--- src/hw/rtl/alep_pkg.sv ---
// ----------------------------------------------------------------------------
// alep_pkg
// Shared types, event codes and match strings for the link event parser.
// ----------------------------------------------------------------------------
package alep_pkg;

  localparam int LEN_WIDTH_DEF = 16;

  // Result event codes
  localparam logic [2:0] EV_CONNECTED = 3'd0;
  localparam logic [2:0] EV_CLOSED    = 3'd1;
  localparam logic [2:0] EV_PKT_START = 3'd2;
  localparam logic [2:0] EV_PAYLOAD   = 3'd3;
  localparam logic [2:0] EV_TAKEOVER  = 3'd4;

  // Match string lengths
  localparam logic [3:0] CLOSED_LEN  = 4'd5;
  localparam logic [3:0] CONNECT_LEN = 4'd6;
  localparam logic [3:0] IPD_LEN     = 4'd4;
  localparam logic [3:0] START_LEN   = 4'd10;

  // Links at or above this number are never named for closing
  localparam logic [3:0] CLOSE_LIMIT = 4'd5;

  localparam logic [7:0] CH_CR    = 8'h0D;
  localparam logic [7:0] CH_LF    = 8'h0A;
  localparam logic [7:0] CH_COMMA = 8'h2C;
  localparam logic [7:0] CH_COLON = 8'h3A;
  localparam logic [7:0] CH_PLUS  = 8'h2B;
  localparam logic [7:0] CH_C     = 8'h43;
  localparam logic [7:0] CH_L     = 8'h4C;
  localparam logic [7:0] CH_O     = 8'h4F;

  typedef struct packed {
    logic [7:0] rx_byte;
    logic       timed_out;
  } in_item_t;

  typedef struct packed {
    logic [2:0]  event_res;
    logic [3:0]  link;
    logic [15:0] length;
    logic [7:0]  data_byte;
    logic        was_active;
    logic        close_old;
    logic [3:0]  old_link;
  } out_item_t;

  // "OSED\r" (tail after "n,CL")
  function automatic logic [7:0] closed_ch(input logic [3:0] pos);
    logic [7:0] c;
    case (pos)
      4'd0:    c = 8'h4F;
      4'd1:    c = 8'h53;
      4'd2:    c = 8'h45;
      4'd3:    c = 8'h44;
      4'd4:    c = CH_CR;
      default: c = 8'h00;
    endcase
    return c;
  endfunction

  // "NNECT\r" (tail after "n,CO")
  function automatic logic [7:0] connect_ch(input logic [3:0] pos);
    logic [7:0] c;
    case (pos)
      4'd0:    c = 8'h4E;
      4'd1:    c = 8'h4E;
      4'd2:    c = 8'h45;
      4'd3:    c = 8'h43;
      4'd4:    c = 8'h54;
      4'd5:    c = CH_CR;
      default: c = 8'h00;
    endcase
    return c;
  endfunction

  // "IPD," (tail after '+')
  function automatic logic [7:0] ipd_ch(input logic [3:0] pos);
    logic [7:0] c;
    case (pos)
      4'd0:    c = 8'h49;
      4'd1:    c = 8'h50;
      4'd2:    c = 8'h44;
      4'd3:    c = CH_COMMA;
      default: c = 8'h00;
    endcase
    return c;
  endfunction

  // Start-request token carried in a foreign link's payload
  function automatic logic [7:0] start_ch(input logic [3:0] pos);
    logic [7:0] c;
    case (pos)
      4'd0:    c = 8'h59;
      4'd1:    c = 8'h4F;
      4'd2:    c = 8'h4C;
      4'd3:    c = 8'h4B;
      4'd4:    c = 8'h41;
      4'd5:    c = 8'h5F;
      4'd6:    c = 8'h42;
      4'd7:    c = 8'h4C;
      4'd8:    c = 8'h53;
      4'd9:    c = 8'h54;
      default: c = 8'h00;
    endcase
    return c;
  endfunction

endpackage

--- src/hw/rtl/alep_in_stage.sv ---
// ----------------------------------------------------------------------------
// alep_in_stage
// Input register: holds one accepted transaction for the parser.
// ----------------------------------------------------------------------------
module alep_in_stage
  import alep_pkg::*;
(
  input  logic     clk,
  input  logic     rst_n,
  input  logic     in_valid,
  output logic     in_ready,
  input  in_item_t in_data,
  input  logic     adv,
  output logic     s1_valid,
  output in_item_t s1_data
);

  logic     valid_r;
  in_item_t data_r;

  assign in_ready = !valid_r || adv;
  assign s1_valid = valid_r;
  assign s1_data  = data_r;

  always_ff @(posedge clk) begin
    if (!rst_n) begin
      valid_r <= 1'b0;
    end else if (in_valid && in_ready) begin
      valid_r <= 1'b1;
    end else if (adv) begin
      valid_r <= 1'b0;
    end
  end

  always_ff @(posedge clk) begin
    if (in_valid && in_ready) begin
      data_r <= in_data;
    end
  end

endmodule

--- src/hw/rtl/alep_parser.sv ---
// ----------------------------------------------------------------------------
// alep_parser
// Line parser state and its next-state / result logic, one byte per cycle while en is high.
// ----------------------------------------------------------------------------
module alep_parser
  import alep_pkg::*;
#(
  parameter int LEN_WIDTH = LEN_WIDTH_DEF
) (
  input  logic      clk,
  input  logic      rst_n,
  input  logic      en,
  input  in_item_t  item,
  output logic      res_valid,
  output out_item_t res
);

  localparam logic [3:0] PH_LINE      = 4'd0;
  localparam logic [3:0] PH_SKIP_EOL  = 4'd1;
  localparam logic [3:0] PH_SKIP_CRLF = 4'd2;
  localparam logic [3:0] PH_DIG_COMMA = 4'd3;
  localparam logic [3:0] PH_DIG_C     = 4'd4;
  localparam logic [3:0] PH_DIG_LO    = 4'd5;
  localparam logic [3:0] PH_M_CLOSED  = 4'd6;
  localparam logic [3:0] PH_M_CONNECT = 4'd7;
  localparam logic [3:0] PH_M_IPD     = 4'd8;
  localparam logic [3:0] PH_IPD_LINK  = 4'd9;
  localparam logic [3:0] PH_IPD_COMMA = 4'd10;
  localparam logic [3:0] PH_IPD_LEN   = 4'd11;
  localparam logic [3:0] PH_M_START   = 4'd12;
  localparam logic [3:0] PH_PAYLOAD   = 4'd13;

  logic [3:0]           phase_r, phase_nxt;
  logic [3:0]           mpos_r, mpos_nxt;
  logic [3:0]           pend_r, pend_nxt;
  logic [LEN_WIDTH-1:0] acc_r, acc_nxt;
  logic [LEN_WIDTH-1:0] left_r, left_nxt;
  logic                 act_vld_r, act_vld_nxt;   // no active link when clear
  logic [3:0]           act_r, act_nxt;

  logic [7:0]           b;
  logic                 eol, digit;
  logic [3:0]           eff_phase;
  logic                 hold_crlf;
  logic [3:0]           mpos_inc;
  logic                 is_active;
  logic [LEN_WIDTH-1:0] left_dec;
  logic [15:0]          len_out;

  assign b         = item.rx_byte;
  assign eol       = (b == CH_CR) || (b == CH_LF);
  assign digit     = (b >= 8'h30) && (b <= 8'h39);
  assign hold_crlf = (phase_r == PH_SKIP_CRLF) && eol;
  assign eff_phase = (phase_r == PH_SKIP_CRLF) ? PH_LINE : phase_r;
  assign mpos_inc  = mpos_r + 4'd1;
  assign is_active = act_vld_r && (pend_r == act_r);
  assign left_dec  = left_r - LEN_WIDTH'(1);
  assign len_out   = 16'(acc_r);

  always_comb begin
    phase_nxt   = phase_r;
    mpos_nxt    = mpos_r;
    pend_nxt    = pend_r;
    acc_nxt     = acc_r;
    left_nxt    = left_r;
    act_vld_nxt = act_vld_r;
    act_nxt     = act_r;
    res_valid   = 1'b0;
    res         = '0;

    if (item.timed_out) begin
      phase_nxt = PH_LINE;
      mpos_nxt  = 4'd0;
      acc_nxt   = '0;
      left_nxt  = '0;
    end else if (!hold_crlf) begin
      case (eff_phase)
        PH_LINE: begin
          mpos_nxt = 4'd0;
          if (digit) begin
            pend_nxt  = b[3:0];
            phase_nxt = PH_DIG_COMMA;
          end else if (b == CH_PLUS) begin
            phase_nxt = PH_M_IPD;
          end else begin
            phase_nxt = eol ? PH_SKIP_CRLF : PH_SKIP_EOL;
          end
        end
        PH_SKIP_EOL: begin
          if (eol) phase_nxt = PH_SKIP_CRLF;
        end
        PH_DIG_COMMA: begin
          if (b == CH_COMMA) begin
            phase_nxt = PH_DIG_C;
          end else begin
            phase_nxt = eol ? PH_SKIP_CRLF : PH_SKIP_EOL;
            mpos_nxt  = 4'd0;
          end
        end
        PH_DIG_C: begin
          if (b == CH_C) begin
            phase_nxt = PH_DIG_LO;
          end else begin
            phase_nxt = eol ? PH_SKIP_CRLF : PH_SKIP_EOL;
            mpos_nxt  = 4'd0;
          end
        end
        PH_DIG_LO: begin
          mpos_nxt = 4'd0;
          if (b == CH_L) begin
            phase_nxt = PH_M_CLOSED;
          end else if (b == CH_O) begin
            phase_nxt = PH_M_CONNECT;
          end else begin
            phase_nxt = eol ? PH_SKIP_CRLF : PH_SKIP_EOL;
          end
        end
        PH_M_CLOSED: begin
          if (mpos_r >= CLOSED_LEN || closed_ch(mpos_r) != b) begin
            phase_nxt = eol ? PH_SKIP_CRLF : PH_SKIP_EOL;
            mpos_nxt  = 4'd0;
          end else if (mpos_inc != CLOSED_LEN) begin
            mpos_nxt = mpos_inc;
          end else begin
            phase_nxt      = PH_SKIP_EOL;
            mpos_nxt       = 4'd0;
            res_valid      = 1'b1;
            res.event_res  = EV_CLOSED;
            res.link       = pend_r;
            res.was_active = is_active;
            if (is_active) act_vld_nxt = 1'b0;
          end
        end
        PH_M_CONNECT: begin
          if (mpos_r >= CONNECT_LEN || connect_ch(mpos_r) != b) begin
            phase_nxt = eol ? PH_SKIP_CRLF : PH_SKIP_EOL;
            mpos_nxt  = 4'd0;
          end else if (mpos_inc != CONNECT_LEN) begin
            mpos_nxt = mpos_inc;
          end else begin
            phase_nxt     = PH_SKIP_EOL;
            mpos_nxt      = 4'd0;
            res_valid     = 1'b1;
            res.event_res = EV_CONNECTED;
            res.link      = pend_r;
          end
        end
        PH_M_IPD: begin
          if (mpos_r >= IPD_LEN || ipd_ch(mpos_r) != b) begin
            phase_nxt = eol ? PH_SKIP_CRLF : PH_SKIP_EOL;
            mpos_nxt  = 4'd0;
          end else if (mpos_inc != IPD_LEN) begin
            mpos_nxt = mpos_inc;
          end else begin
            phase_nxt = PH_IPD_LINK;
            mpos_nxt  = 4'd0;
          end
        end
        PH_IPD_LINK: begin
          if (digit) begin
            pend_nxt  = b[3:0];
            phase_nxt = PH_IPD_COMMA;
          end else begin
            phase_nxt = eol ? PH_SKIP_CRLF : PH_SKIP_EOL;
            mpos_nxt  = 4'd0;
          end
        end
        PH_IPD_COMMA: begin
          if (b == CH_COMMA) begin
            phase_nxt = PH_IPD_LEN;
            acc_nxt   = '0;
          end else begin
            phase_nxt = eol ? PH_SKIP_CRLF : PH_SKIP_EOL;
            mpos_nxt  = 4'd0;
          end
        end
        PH_IPD_LEN: begin
          if (digit) begin
            // acc * 10 + digit, wrapping at the counter width
            acc_nxt = (acc_r << 3) + (acc_r << 1) + LEN_WIDTH'(b[3:0]);
          end else if (acc_r == '0 || b != CH_COLON) begin
            phase_nxt = eol ? PH_SKIP_CRLF : PH_SKIP_EOL;
            mpos_nxt  = 4'd0;
          end else if (is_active) begin
            left_nxt      = acc_r;
            phase_nxt     = PH_PAYLOAD;
            res_valid     = 1'b1;
            res.event_res = EV_PKT_START;
            res.link      = pend_r;
            res.length    = len_out;
          end else begin
            phase_nxt = PH_M_START;
            mpos_nxt  = 4'd0;
          end
        end
        PH_M_START: begin
          if (mpos_r >= START_LEN || start_ch(mpos_r) != b) begin
            phase_nxt = eol ? PH_SKIP_CRLF : PH_SKIP_EOL;
            mpos_nxt  = 4'd0;
          end else if (mpos_inc != START_LEN) begin
            mpos_nxt = mpos_inc;
          end else begin
            phase_nxt     = PH_SKIP_EOL;
            mpos_nxt      = 4'd0;
            act_vld_nxt   = 1'b1;
            act_nxt       = pend_r;
            res_valid     = 1'b1;
            res.event_res = EV_TAKEOVER;
            res.link      = pend_r;
            if (act_vld_r && act_r < CLOSE_LIMIT) begin
              res.close_old = 1'b1;
              res.old_link  = act_r;
            end
          end
        end
        PH_PAYLOAD: begin
          left_nxt = left_dec;
          if (left_dec == '0) phase_nxt = PH_LINE;
          res_valid     = 1'b1;
          res.event_res = EV_PAYLOAD;
          res.link      = act_vld_r ? act_r : 4'hF;
          res.data_byte = b;
        end
        default: begin
          phase_nxt = PH_LINE;
          mpos_nxt  = 4'd0;
        end
      endcase
    end
  end

  always_ff @(posedge clk) begin
    if (!rst_n) begin
      phase_r   <= PH_LINE;
      mpos_r    <= 4'd0;
      pend_r    <= 4'd0;
      acc_r     <= '0;
      left_r    <= '0;
      act_vld_r <= 1'b0;
      act_r     <= 4'd0;
    end else if (en) begin
      phase_r   <= phase_nxt;
      mpos_r    <= mpos_nxt;
      pend_r    <= pend_nxt;
      acc_r     <= acc_nxt;
      left_r    <= left_nxt;
      act_vld_r <= act_vld_nxt;
      act_r     <= act_nxt;
    end
  end

endmodule

--- src/hw/rtl/alep_out_stage.sv ---
// ----------------------------------------------------------------------------
// alep_out_stage
// Result register: holds one result transaction until it is taken.
// ----------------------------------------------------------------------------
module alep_out_stage
  import alep_pkg::*;
(
  input  logic      clk,
  input  logic      rst_n,
  input  logic      load,
  input  out_item_t res,
  output logic      free,
  output logic      out_valid,
  input  logic      out_ready,
  output out_item_t out_data
);

  logic      valid_r;
  out_item_t data_r;

  assign free      = !valid_r || out_ready;
  assign out_valid = valid_r;
  assign out_data  = data_r;

  always_ff @(posedge clk) begin
    if (!rst_n) begin
      valid_r <= 1'b0;
    end else if (load) begin
      valid_r <= 1'b1;
    end else if (out_ready) begin
      valid_r <= 1'b0;
    end
  end

  always_ff @(posedge clk) begin
    if (load) begin
      data_r <= res;
    end
  end

endmodule

--- src/hw/rtl/at_link_event_parser_core.sv ---
// ----------------------------------------------------------------------------
// at_link_event_parser_core
// Parses the receive byte stream of a multi-link Wi-Fi module into events.
// ----------------------------------------------------------------------------
// Throughput: one input transaction per cycle unless a held result stalls
//   stage 1; the parser state update is a single combinational pass
//   between the input and result registers.
// Reset: synchronous active-low rst_n empties both registers, puts the parser
//   at line start and clears the active link. No clearing sweep is needed.
// ----------------------------------------------------------------------------
module at_link_event_parser_core
  import alep_pkg::*;
#(
  parameter int LEN_WIDTH = LEN_WIDTH_DEF   // payload length counter width
) (
  input  logic      clk,
  input  logic      rst_n,
  input  logic      in_valid,
  output logic      in_ready,
  input  in_item_t  in_data,
  output logic      out_valid,
  input  logic      out_ready,
  output out_item_t out_data
);

  // Stage 1: registered input transaction
  logic      s1_valid;
  in_item_t  s1_data;

  // Parser output for the transaction in stage 1
  logic      res_valid;
  out_item_t res;

  // Result slot is free when empty or being drained this cycle
  logic      out_free;
  logic      adv;

  // A transaction leaves stage 1 when it has no result, or when the result
  // register can take its result. Items that produce nothing never stall.
  assign adv = s1_valid && (!res_valid || out_free);

  alep_in_stage u_in (
    .clk      (clk),
    .rst_n    (rst_n),
    .in_valid (in_valid),
    .in_ready (in_ready),
    .in_data  (in_data),
    .adv      (adv),
    .s1_valid (s1_valid),
    .s1_data  (s1_data)
  );

  // Parser state only advances with the transaction it consumes
  alep_parser #(
    .LEN_WIDTH (LEN_WIDTH)
  ) u_parser (
    .clk       (clk),
    .rst_n     (rst_n),
    .en        (adv),
    .item      (s1_data),
    .res_valid (res_valid),
    .res       (res)
  );

  alep_out_stage u_out (
    .clk       (clk),
    .rst_n     (rst_n),
    .load      (adv && res_valid),
    .res       (res),
    .free      (out_free),
    .out_valid (out_valid),
    .out_ready (out_ready),
    .out_data  (out_data)
  );

endmodule

--- config.mk ---
export PLATFORM = sky130hd
export DESIGN_NAME = at_link_event_parser_core
export DESIGN_NICKNAME = d
export VERILOG_FILES = /design/src/hw/rtl/alep_pkg.sv /design/src/hw/rtl/alep_in_stage.sv /design/src/hw/rtl/alep_parser.sv /design/src/hw/rtl/alep_out_stage.sv /design/src/hw/rtl/at_link_event_parser_core.sv
export SDC_FILE = /design/constraint.sdc
export NUM_CORES = 1
export LEC_CHECK = 0
export BUFFER_PORTS_ARGS = -buffer_cell sky130_fd_sc_hd__buf_2
export CAP_MARGIN = 15
export CORE_ASPECT_RATIO = 2
export CORE_MARGIN = 8
export CORE_UTILIZATION = 57
export CTS_BUF_LIST = sky130_fd_sc_hd__clkbuf_4
export DETAILED_ROUTE_END_ITERATION = 7
export GPL_ROUTABILITY_DRIVEN = 0
export PLACE_DENSITY_LB_ADDON = 0.12
export REMOVE_ABC_BUFFERS = 1
export SETUP_SLACK_MARGIN = 0.3
export SYNTH_ARGS = -nofsm -noshare
export SYNTH_HDL_FRONTEND = slang
export SYNTH_HIERARCHICAL = 1
export SYNTH_SLANG_ARGS = --single-unit
--- constraint.sdc ---
create_clock -name clk -period 4.8 [get_ports clk]
set_input_delay 0.96 -clock clk [delete_from_list [all_inputs] [get_ports clk]]
set_output_delay 0.96 -clock clk [all_outputs]
set_load 0.01 [all_outputs]
# [Word-level counts from Yosys, hierarchy flattened]
# Memory sizes are Yosys's and may differ from the RTL's. A register that Yosys moved wholly into a read port is not among the register bits.
# Index checks and enable logic that the tools add are counted.
[op_classes] bitwise_logic=10 shift=0 reduce_logical=45 magnitude_cmp=7 div=0 n_eq_ne=57 addsub=4 mul=0 mux=105
[ops] cell="2-to-1 mux 4 bit" count=43
[ops] cell="2-to-1 mux 16 bit" count=9
[ops] cell="one-hot mux 7 bit (5 select lines)" count=3
[ops] cell="2-to-1 mux 8 bit" count=12
[ops] cell="one-hot mux 16 bit (2 select lines)" count=2
[ops] cell="one-hot mux 4 bit (13 select lines)" count=1
[ops] cell="2-to-1 mux 23 bit" count=2
[ops] cell="one-hot mux 4 bit (9 select lines)" count=1
[ops] cell="logical NOT 16 bit" count=2
[ops] cell="inequality test 8 bit" count=4
[ops] cell="2-to-1 mux 7 bit" count=4
[ops] cell="inequality test 4 x 3 -> 1 bit, second input constant" count=7
[ops] cell="one-hot mux 7 bit (4 select lines)" count=1
[ops] cell="== test 4 x 3 -> 1 bit, second input constant" count=6
[ops] cell="== test 4 bit, second input constant" count=6
[ops] cell="== test 8 x 7 -> 1 bit, second input constant" count=3
[ops] cell="2-to-1 mux 22 bit" count=1
[ops] cell="2-to-1 mux 1 bit" count=21
[ops] cell="AND reduction 9 bit" count=2
[ops] cell="adder 16 bit" count=1
[ops] cell="adder 16 x 4 -> 16 bit" count=1
[ops] cell="== test 4 x 2 -> 1 bit, second input constant" count=4
[ops] cell="== test 8 x 4 -> 1 bit, second input constant" count=2
[ops] cell="== test 8 x 6 -> 1 bit, second input constant" count=2
[ops] cell="other kinds (33)" count=88
[totals] ff_bits=97 latch_bits=0 memories=1 word_cells=247 ram_bits=0 out_inout_bits=39 mem_bits_ro=96
[mem_list] memory="(no name shown)" depth=16 word_bits=6 rd=1 rd_clocked_by_memory_dff=1 write_ports=0 line_no="alep_pkg.sv:94" source="case (pos)"

# [Longest topological paths before layout]
[logic_depth] word_depth=18 ltp_mapped=24 depth_no_buf=22

# [Modules after synthesis]
# The synthesis kept the hierarchy.
[by_module_without_submodules] mod="alep_parser" cells_each=744 instances=1 seq_area_each_um2=1101.1 area_per_inst_um2=5396.4
[by_module_without_submodules] mod="alep_out_stage" cells_each=41 instances=1 seq_area_each_um2=1131.1 area_per_inst_um2=1159.9
[by_module_without_submodules] mod="alep_in_stage" cells_each=14 instances=1 seq_area_each_um2=290.3 area_per_inst_um2=327.8
[by_module_without_submodules] mod="at_link_event_parser_core" cells_each=3 instances=1 seq_area_each_um2=0.0 area_per_inst_um2=18.8

# [Worst setup path before layout]
# Ideal clock, no wire load.
[synth_timing] path_kind="reg2reg" from="reg u_parser.mpos_r[0]" to="reg with a tool-made name" n_path_buf=1 setup_ps=103 slack_ps=161 path_stages_with_launch=24 period_less_slack_ps=4639 t_arrival_ps=4536 path_cell_list="dfxtp_1 > buf_2 > inv_1 > ha_1 > or2_2 > a2111oi_0 > o21ai_1 > a2111oi_2 > nand3_1 > or2_2 > o211a_1 > a21oi_1 > a21boi_1 > o31ai_1 > nor3_1 > a32oi_4 > nor3_1 > a22oi_2 > nor2_1 > inv_1 > ha_1 > inv_1 > or2_2 > a222oi_1"
[synth_lines] element="from (decl)" line_no="alep_parser.sv:34" source="logic [3:0] mpos_r, mpos_nxt;"
[synth_lines] element="from (signal assigned)" line_no="alep_parser.sv:243" source="mpos_r <= mpos_nxt;"

==> summary by stage <==
Worst setup path
The critical path is of the register to register type. On the worst path, the slowest cell contributes a delay of between 400 and 500 ps. The required time reported for the critical path endpoint is 5170 ps. Along the worst path, the maximum fanout reaches 7. The kind of capture point of the worst setup path is a register. The signal on the critical path passes through buf_12 -> ha_4 -> or2_4 -> a2111oi_4 -> o21ai_2 -> a2111oi_4 -> nand3_2 -> or2_4 -> o211a_1 -> a21oi_2 -> a21boi_2 -> buf_6 -> buf_4 -> a32oi_4 -> nor3_2 -> a22oi_2 -> nor2_2 -> inv_2 -> ha_4 -> inv_2 -> or2_4 -> a222oi_1. The most numerous cell type found on the critical path is sky130_fd_sc_hd__or2_4. STA classifies the critical path startpoint as a register. The arrival time of data at the critical path endpoint is slightly below 5000 ps. The cell count of the worst reg-to-reg path is 22. The largest individual stage delay along the critical path comes from the cell sky130_fd_sc_hd__dfxtp_4. Together, buffers and inverters on the worst path number 5. The path length in cells of the critical path is 22.

The cell type group with the largest total delay on the critical path is compound AO/OA/AOI/OAI gates.

Logic synthesis
The post-synthesis register bit count is just over 100. The warning count from the yosys run is 6. After synthesis, the netlist uses between 80 and 90 different library cells. The post-synthesis sequential area ratio is between 30% and 40%. The average cell area after synthesis is 8.61 sq um. Summing the areas of all xor and xnor instances in the mapped netlist gives 4.44% of the synthesized area.

The dominant synthesized flop cell is sky130_fd_sc_hd__dfxtp_1. The number of synthesized flops with an enable pin is 46. Summing the areas of all compound-gate instances in the mapped netlist gives 19.0% of the synthesized area.

The cell count after synthesis came out at ~800. The area share of fa/ha/maj cells after synthesis is roughly 7%. The portion of synthesized area spent on multiplexers is 2.34%. The cell area after synthesis is about 6900 sq um. The post-synthesis share of cell area spent on and, or, nand and nor gates is between 20% and 30%.

After synthesis, the share of flip-flops with an asynchronous set or reset is 0%. The dominant combinational cell family by area after synthesis is simple AND/OR/NAND/NOR gates.

Timing
The final worst-path cycle share is a little over nine tenths. The final hold slack is a little over 500 ps. Setup repair after global routing could not meet its margin everywhere. The slew at the pin closest to its max-slew limit is 1090 ps.

The final setup violation count is 0. The final-report max-slew violation count is 0. Headroom to the max-slew limit came out at 27.3%. The worst-case clock skew is 19.0 ps.

The post-route worst setup slack is between 200 and 250 ps. The number of endpoints with negative hold slack in the final report was 0. In the final timing run, aggregate negative setup slack is 0 ps.

The final critical path time including I/O delays and setup is between 4000 and 5000 ps. Static timing analysis puts the maximum clock frequency at between 200 and 250 MHz.

Clocking
For the worst-skew pair, the clock arrives at the later sink with an insertion delay of 460 ps. No sink is reached through more buffers than the 2 on the longest clock path. The clock net in this run drives a total of between 100 and 150 sinks. The number of clock buffers added by TritonCTS is 9. The clock tree synthesis step divided the H-tree into 3 levels. The clock-pin transition on the worst setup and hold timing paths is about 160 ps. The TritonCTS clock tree is built.

The tree is rooted in a sky130_fd_sc_hd__clkbuf_4.

Finish
The flip-flop and latch area is 2530 sq um. From synthesis to final layout, the design area changed by 15.2%. The post-route netlist has a little over a fifth of its cells at a drive strength greater than 1.

The area of the multi-input gates is 4270 sq um. After filler insertion, the fill cell instance count of the layout stands at 988. The final-stage net count is between 900 and 1000.

Route
The number of search-and-repair iterations in the first detailed-routing pass is 6. The violation count after the first detailed-route iteration is between 700 and 800. The wire length per cell is 18.7 um. The routed wire length is 19200 um. For this run, design rule violations remaining after detail routing come to 0.

The routed layout has 6508 vias. The number of nets with antenna violations after routing is 0. Dividing the detail-routed via count by the number of cells gives 6.32.

Floorplanning
The floorplan step defined a die boundary enclosing between 15000 and 20000 sq um. For this configuration, the core starts out at a cell density of about 58%. After floorplanning, the core was divided into between 50 and 60 placement rows. The width of the chip is around 94 um. After floorplanning, the core was sized to cover around 12000 sq um. The die extent in y is between 150 and 200 um.

In this run the count of I/O pins placed on the die edge is 52.

Global routing
The total overflow left after global routing is 0. The number of global-route vias before repair is about 6000. The global-route wire length before repair is just over 30000 um. The number of antenna violations at the first check in global routing is 1. The global-route usage over all layers is a little under a quarter. The maximum number of pins on one net before global-route repair is 35.

Power
The leakage power total is 2.93 nW. The largest voltage drop on the vdd net is between 100 and 150 uV. Dividing total power by cell area gives a power density of between 150 and 200 nW/um^2. Total power for the finished layout comes to between 1.5 and 2 mW.

Place
Detailed placement finished with a half-perimeter wire length of roughly 13000 um. The pre-CTS setup slack is roughly 47 ps. The count of buffers added on input and output ports is a little over 50.

Job
Max-cap violations in this run came to 0.

Min path
The class of the worst hold path is register to register. The worst hold path passes through 2 cells.

Outcome
The run finished with clean final reports.
==> logic make-up after synthesis <==
family | count (synthesis)
multiplexers | 16
AO/OA/AOI/OAI | 192
adder cells (fa/ha/maj) | 38
other | 1
flip-flops | 103
buffers and inverters | 76
AND/OR/NAND/NOR | 341
XOR/XNOR | 35
==> power by group <==
part	leakage, nW	total (mW)	switching (mW)	internal [mW]
Sequential	0.806	0.932	0.0144	0.918
Combinational	2.06	0.149	0.0907	0.0583
Clock	0.0621	0.421	0.309	0.112
==> repair_timing <==
item / CTS / global route
endpoints found under the setup margin: 5 / 11
cloned: 0 / 1
pin swaps: 6 / 25
buffers inserted: 14 / 16
resized for setup: 15 / 40
hold buffers: 0 / 0
==> worst paths after layout <==
path                                    startpoint              end  slack, ps
worst min-delay path               u_out/out_valid  u_out/out_valid        510
worst max-delay path            u_parser/mpos_r[1]         register        220
worst min register to register     u_out/out_valid  u_out/out_valid        510
worst max register to register  u_parser/mpos_r[1]         register        220
==> routing by layer <==
layer | up-vias | GRT usage, % | part of all wire (%)
met2 | 313 | 38.0 | 49
met1 | 3035 | 29.8 | 41
met3 | 80 | 4.20 | 7.0
met5 | - | 0 | 0
met4 | 0 | 11.2 | 3.7
li1 | 3080 | - | -
==> cell usage in the layout (no fill, tap or decap), types with 11 or more instances in the layout <==
master / instances
sky130_fd_sc_hd__a21oi_1: 43
sky130_fd_sc_hd__buf_2: 50
sky130_fd_sc_hd__and2_1: 23
sky130_fd_sc_hd__nand2_1: 60
sky130_fd_sc_hd__nor2_1: 99
sky130_fd_sc_hd__ha_1: 31
sky130_fd_sc_hd__a22oi_1: 21
sky130_fd_sc_hd__nand3_1: 15
sky130_fd_sc_hd__nor3_1: 27
sky130_fd_sc_hd__xor2_1: 16
sky130_fd_sc_hd__and3_1: 11
sky130_fd_sc_hd__dfxtp_1: 53
sky130_fd_sc_hd__nand2b_1: 11
sky130_fd_sc_hd__nor2b_1: 11
sky130_fd_sc_hd__mux2i_1: 15
sky130_fd_sc_hd__o21ai_0: 45
sky130_fd_sc_hd__or3_1: 13
sky130_fd_sc_hd__nor4_1: 12
sky130_fd_sc_hd__inv_1: 24
sky130_fd_sc_hd__edfxtp_1: 46
sky130_fd_sc_hd__buf_4: 54
sky130_fd_sc_hd__xnor2_1: 19
==> worst register-to-register path, delay by kind of cell (launching register included) <==
| kind | cells | cell delay, ps |
|---|---|---|
| AND/OR/NAND/NOR | 6 | 1080 |
| flip-flops | 1 | 410 |
| buffers and inverters | 5 | 540 |
| adder cells (fa/ha/maj) | 2 | 280 |
| AO/OA/AOI/OAI | 9 | 2180 |
==> final cells by class <==
class	instances	area share (%)
Sequential cell	103	31.9
Tap cell	147	2.31
Antenna cell	1	0.0315
Multi-Input combinational cell	624	53.7
Timing Repair Buffer	110	9.21
Clock inverter	7	0.708
Inverter	29	1.37
Clock buffer	9	0.850
==> synthesized netlist by cell type, types with 4 or more instances <==
library cell | instances | share of area [%]
sky130_fd_sc_hd__or3_1 | 14 | 1.3
sky130_fd_sc_hd__nor3_1 | 30 | 2.2
sky130_fd_sc_hd__nor2_1 | 100 | 5.4
sky130_fd_sc_hd__a21o_1 | 4 | 0.44
sky130_fd_sc_hd__dfxtp_1 | 57 | 17
sky130_fd_sc_hd__o31ai_1 | 8 | 0.87
sky130_fd_sc_hd__nand4_1 | 9 | 0.82
sky130_fd_sc_hd__nor2b_1 | 11 | 1.0
sky130_fd_sc_hd__mux2i_1 | 15 | 2.2
sky130_fd_sc_hd__nand2_1 | 61 | 3.3
sky130_fd_sc_hd__a22oi_1 | 21 | 2.3
sky130_fd_sc_hd__o21ai_0 | 46 | 3.3
sky130_fd_sc_hd__nor3b_1 | 10 | 1.1
sky130_fd_sc_hd__xnor2_1 | 19 | 2.4
sky130_fd_sc_hd__and3_1 | 11 | 1.0
sky130_fd_sc_hd__xor2_1 | 16 | 2.0
sky130_fd_sc_hd__clkbuf_1 | 38 | 2.1
sky130_fd_sc_hd__o41ai_1 | 5 | 0.63
sky130_fd_sc_hd__or2_2 | 5 | 0.45
sky130_fd_sc_hd__ha_1 | 36 | 6.5
sky130_fd_sc_hd__a2111oi_0 | 4 | 0.51
sky130_fd_sc_hd__nand4b_1 | 4 | 0.51
sky130_fd_sc_hd__nand2b_1 | 11 | 1.0
sky130_fd_sc_hd__edfxtp_1 | 46 | 20
sky130_fd_sc_hd__and2_1 | 24 | 2.2
sky130_fd_sc_hd__a21oi_1 | 46 | 3.3
sky130_fd_sc_hd__nor4_1 | 13 | 1.2
sky130_fd_sc_hd__nand3_1 | 17 | 1.2
sky130_fd_sc_hd__a211oi_1 | 6 | 0.65
sky130_fd_sc_hd__inv_1 | 28 | 1.5
==> sequential cells by signal (all words and copies together), names as in the netlist, 4 cells and up, named ones only <==
register,count
u_out/out_data,37
u_parser/acc_r,16
u_parser/left_r,16
u_in/s1_data,9
u_parser/act_r,4
u_parser/mpos_r,4
u_parser/pend_r,4
u_parser/phase_r,4
==> through the flow <==
stage	instances	utilization [%]	area (sq um)
2_1_floorplan	755	-	6700
3_3_place_gp	982	61.4	7360
3_5_place_dp	982	61.4	7360
4_1_cts	1012	63.9	7650
5_1_grt	1030	66.4	7950
6_report	1030	66.4	7950
Power figures use the tool's default switching activity.
